`src/rtl/ltp_pkg.sv`:
```
// shared types, constants and helpers for the twinkle pixel engine
`default_nettype none

package ltp_pkg;

    // pixel memory geometry
    localparam int NUM_PIXELS = 256;
    localparam int ADDR_W     = (NUM_PIXELS > 1) ? $clog2(NUM_PIXELS) : 1;

    // command codes
    localparam logic [1:0] CMD_CLEAR  = 2'd0;
    localparam logic [1:0] CMD_SEED   = 2'd1;
    localparam logic [1:0] CMD_UPDATE = 2'd2;

    // configuration register indexes
    localparam logic [1:0] CFG_RATE_STEP   = 2'd0;
    localparam logic [1:0] CFG_BRIGHT_STEP = 2'd1;
    localparam logic [1:0] CFG_SPAWN_SCALE = 2'd2;

    // reset values of the configuration registers
    localparam logic [7:0] RATE_STEP_RST   = 8'd4;
    localparam logic [7:0] BRIGHT_STEP_RST = 8'd6;
    localparam logic [7:0] SPAWN_SCALE_RST = 8'd0;

    // spawn modulus and full brightness
    localparam logic [7:0] SPAWN_MOD  = 8'd11;
    localparam logic [7:0] LEVEL_FULL = 8'd255;

    typedef struct packed {
        logic [1:0] cmd;
        logic [7:0] pixel_index;
        logic [7:0] rand_spawn;
        logic [7:0] rand_color;
        logic [7:0] rand_rate;
        logic [7:0] rand_level;
    } t_item;

    typedef struct packed {
        logic [7:0] out_pixel;
        logic       lit;
        logic [7:0] palette_index;
        logic [7:0] brightness;
    } t_result;

    typedef struct packed {
        logic [7:0] color;
        logic [7:0] rate;
        logic [7:0] level;
    } t_pixel;

    typedef struct packed {
        logic [7:0] rate_step;
        logic [7:0] bright_step;
        logic [3:0] spawn_lim;
    } t_cfg;

    typedef struct packed {
        logic take;
        logic give;
    } t_tok_op;

    // v mod 11 through a reciprocal multiply, exact for all 8-bit v
    function automatic logic [3:0] mod11(input logic [7:0] v);
        logic [16:0] prod;
        logic [4:0]  q;
        logic [7:0]  back;
        logic [7:0]  rem;
        prod = {9'b0, v} * 17'd373;
        q    = prod[16:12];
        back = {3'b0, q} * SPAWN_MOD;
        rem  = v - back;
        return rem[3:0];
    endfunction

    function automatic logic pixel_in_range(input logic [7:0] idx);
        return (32'(idx) < NUM_PIXELS);
    endfunction

endpackage

`default_nettype wire

```
`src/rtl/ltp_pixel_update.sv`:
```
// next pixel state and token traffic for one seed or update word
`default_nettype none

module ltp_pixel_update (
    input  wire ltp_pkg::t_item   i_item,
    input  wire ltp_pkg::t_pixel  i_pix,
    input  wire ltp_pkg::t_cfg    i_cfg,
    input  wire                   i_tokens_avail,
    output ltp_pkg::t_pixel       o_pix,
    output ltp_pkg::t_tok_op      o_tok
);

    logic [11:0] spawn_prod;
    logic        spawn_pass;
    logic [7:0]  seed_span;
    logic [15:0] seed_prod;
    logic [15:0] idle_prod;
    logic [7:0]  seed_rate;
    logic [7:0]  idle_rate;
    logic        rising;
    logic [9:0]  rise_sum;
    logic [9:0]  fall_drop;

    // spawn test: rand * lim must stay below 256
    assign spawn_prod = {4'b0, i_item.rand_spawn} * {8'b0, i_cfg.spawn_lim};
    assign spawn_pass = (spawn_prod[11:8] == 4'd0);

    assign seed_span = {i_cfg.rate_step[6:0], 1'b0};
    assign seed_prod = {8'b0, i_item.rand_rate} * {8'b0, seed_span};
    assign idle_prod = {8'b0, i_item.rand_rate} * {8'b0, i_cfg.rate_step};
    assign seed_rate = seed_prod[15:8] + 8'd1;
    assign idle_rate = idle_prod[15:8] + 8'd1;

    assign rising    = (i_pix.rate <= i_cfg.rate_step);
    assign rise_sum  = {2'b0, i_pix.level} + {2'b0, i_pix.rate} + {2'b0, i_cfg.bright_step};
    // rate is above rate_step when falling, so this stays positive
    assign fall_drop = {2'b0, i_pix.rate} - {2'b0, i_cfg.rate_step}
                     + {2'b0, i_cfg.bright_step};

    always_comb begin
        o_pix      = i_pix;
        o_tok.take = 1'b0;
        o_tok.give = 1'b0;
        case (i_item.cmd)
            ltp_pkg::CMD_SEED: begin
                if (spawn_pass) begin
                    o_pix.color = i_item.rand_color;
                    o_pix.rate  = seed_rate;
                    o_pix.level = i_item.rand_level;
                end else begin
                    o_pix = '0;
                end
            end
            ltp_pkg::CMD_UPDATE: begin
                if (i_pix.level == 8'd0) begin
                    if (spawn_pass && i_tokens_avail) begin
                        o_pix.color = i_item.rand_color;
                        o_pix.rate  = idle_rate;
                        o_pix.level = idle_rate;
                        o_tok.take  = 1'b1;
                    end
                end else if (rising) begin
                    if (rise_sum > {2'b0, ltp_pkg::LEVEL_FULL}) begin
                        o_pix.level = ltp_pkg::LEVEL_FULL;
                        o_pix.rate  = i_pix.rate + i_cfg.rate_step;
                    end else begin
                        o_pix.level = rise_sum[7:0];
                    end
                end else begin
                    if ({2'b0, i_pix.level} <= fall_drop) begin
                        o_pix.level = 8'd0;
                        o_tok.give  = 1'b1;
                    end else begin
                        o_pix.level = i_pix.level - fall_drop[7:0];
                    end
                end
            end
            default: begin
                o_pix = i_pix;
            end
        endcase
    end

endmodule

`default_nettype wire

```
`config.mk`:
```
export PLATFORM = sky130hd
export DESIGN_NAME = ltp_pixel_update
export DESIGN_NICKNAME = d
export VERILOG_FILES = /design/src/rtl/ltp_pkg.sv /design/src/rtl/ltp_pixel_update.sv
export SDC_FILE = /design/constraint.sdc
export NUM_CORES = 1
export LEC_CHECK = 0
export BUFFER_PORTS_ARGS = -buffer_cell sky130_fd_sc_hd__buf_4
export CAP_MARGIN = 15
export CORE_MARGIN = 4
export CORE_UTILIZATION = 60
export DETAILED_ROUTE_END_ITERATION = 16
export PLACE_DENSITY = 0.84
export SLEW_MARGIN = 0
export SYNTH_ARGS = -nofsm -noshare
export SYNTH_HDL_FRONTEND = slang
export SYNTH_SLANG_ARGS = --single-unit
```
`constraint.sdc`:
```
create_clock -name vclk -period 13.15
set_clock_uncertainty 0.2 [all_clocks]
set_input_delay 1.315 -clock vclk [all_inputs]
set_output_delay 1.315 -clock vclk [all_outputs]
set_load 0.01 [all_outputs]
```
==> impl_metrics.csv <==
group,metric,value,unit
run_status,status,"completed",
critical_path,crit_buf_inv,6,
power_and_ir_drop,max-vdd-ir-drop,92.9,uV
drt,drtIter0Drc,374,
finish,mostFrequentLayoutCells,"151 x inv_1, 120 x ha_1, 106 x buf_4, 87 x nand2_1, 87 x fa_1",
yosys,mappedNetlistArea,7220,sq um
drt,viasPerCell,5.92,
critical_path,worstPathMaxFanout,10,
place,place_inst,1133,
global_route,grt_pass1_vias,6765,
finish,syn_to_final_growth,12.4,%
hold_path,holdCritPathClass,"primary input to output pin",
yosys,yosysUniqueCellTypes,75,
timing,fin_crit_sh,67.5,%
global_route,grt_max_degree,26,
floorplan,core,11600,sq um
place,dp_hpwl,16200,um
clocking,cts_hold_buf,0,
floorplan,ios,113,
place,numPortBuffers,105,
timing,tightest_slew,1.06,ns
yosys,synth_cells,904,
drt,vias,6712,
place,gp_congestion,0.977,
clocking,cts_resized,0,
critical_path,path_depth,24,
drt,routed_wl,18600,um
floorplan,fp.dieArea,13900,sq um
timing,setup_slack,4.28,ns
global_route,track_usage,26.4,%
critical_path,crit_slowest_cell,"fa_1",
finish,final_design_area_no_fill,8120,sq um
flow_run,maxCapViolCount,0,
global_route,grt_pass1_wl,31000,um
critical_path,worstPathArrival,7.36,ns
drt,drc,0,
timing,slew-limit-headroom,29.0,%
critical_path,cp-startpoint,"i_cfg[18]",
floorplan,rows,39,
timing,post-route-min-period,8.87,ns
floorplan,die_h,118,um
timing,max_freq,113,MHz
finish,n_sequential_cell,0,
finish,fin_cells,1134,
hold_path,min_path_cells,3,
power_and_ir_drop,leakage,0.00420,uW
finish,nNetsFinal,1287,
clocking,cts_post_setup_buffers_inserted,0,
finish,final_common_cell,"inv_1",
finish,drive_gt1_share,12.5,%
critical_path,startpoint_type,"primary input",
drt,ant_nets,0,
critical_path,worst_setup_path_end_kind,"output pin",
yosys,syn_nets,1198,
yosys,synth.avg_cell_area,7.99,sq um
timing,rsz0062_at_grt,"no",
place,place_area,8110,sq um
timing,hold_viol,0,
timing,finalMaxSlewViolations,0,
global_route,overflow,0,
critical_path,worstSetupPathType,"primary input to output pin",
critical_path,crit_chain,"buf_4 > and2_1 > fa_1 > inv_1 > fa_1 > inv_1 > fa_1 > inv_1 > fa_1 > inv_1 > ha_1 > a21oi_1 > xnor2_1 > ha_1 > and3b_1 > o211ai_1 > o311ai_0 > a211oi_1 > or4_1 > xnor3_1 > o32ai_1 > a22oi_1 > o21ai_1 > buf_4",
drt,drtPass1Iterations,7,
critical_path,slowest_delay,0.56,ns
drt,routedWlPerCell,16.4,um
yosys,seq_area_frac_synth,0,%
floorplan,initial_utilization,62.2,%
finish,regArea,0,sq um
critical_path,critical-path-top-delay-family,"adder cells",
yosys,yosysWarnings,0,
critical_path,required,11.64,ns
place,pre_cts_slack,4.30,ns
power_and_ir_drop,power.density,125,nW/um^2
finish,antennaDiodeCount,0,
timing,setup_violations,0,
floorplan,fp.dieW,118,um
finish,nClkBuffers,0,
finish,n_fill_cell,978,
timing,tns,0,ns
hold_path,hp-start,"i_pix[20]",
global_route,antenna_found_initial,0,
==> Yosys cell counts, drive strengths merged (7+ instances only) <==
cell    instances  area share (%)
o21ai          45             3.2
o31ai           9             1.0
and2           54             4.7
inv           151             7.8
o21bai          7            0.73
ha            120              21
nand3          10            0.69
nor2b           8            0.69
nor2           36             1.9
o21a            8            0.83
nand2          87             4.5
nand4           8            0.69
a22o           10             1.2
mux2i           9             1.2
xor2           13             1.6
a21oi          43             3.0
clkbuf         15            0.78
nand2b         15             1.3
xnor2          36             4.4
nor4            7            0.61
nor3            8            0.55
a21o            9            0.95
fa             87              24
==> metal layers <==
| layer | vias up | routed length, um | track usage (%) |
|---|---|---|---|
| li1 | 3263 | - | - |
| met1 | 3160 | 7740 | 34.2 |
| met2 | 245 | 9090 | 47.0 |
| met3 | 44 | 1160 | 2.07 |
| met4 | 0 | 583 | 7.84 |
| met5 | - | 0 | 0 |
==> per-stage QoR <==
stage / utilization (%) / hold slack (ns) / power, uW
final: 69.9 / 2.72 / 1020
after global routing: 69.9 / 2.73 / 1130
after CTS: 69.8 / 2.72 / 1010
after detailed placement: 69.8 / 2.72 / 1000
after global placement: 69.8 / 2.72 / 982
after floorplan: - / 2.56 / 747
==> path summary, 6_finish.rpt <==
check | endpoint | slack, ns
hold / removal | o_pix[20] | 2.72
setup / recovery | o_pix[14] | 4.28
==> final cells by class <==
cell class	count	area [sq um]	share of cell area [%]
multi-input cells	734	6580	81.0
well taps	143	179	2.20
repair buffers	106	796	9.80
inverters	151	567	6.98
==> kinds of logic (layout without fill, tap and decap cells) <==
kind of cell | Yosys count | after routing | share of synthesized area (%)
and+or+nand+nor | 264 | 264 | 18.8
adders and majority gates | 207 | 207 | 44.9
AOI/OAI and AO/OA | 203 | 203 | 19.6
buffers and inverters | 170 | 257 | 8.97
xor gates and xnor gates | 50 | 50 | 6.25
muxes | 10 | 10 | 1.40
==> power by group <==
group	leakage [uW]	internal [uW]	switching [uW]
clock	0	0	0
combinational	0.00420	421	595
sequential	0	0	0
total	0.00420	421	595
No activity file was read; power rests on OpenSTA's default activity.
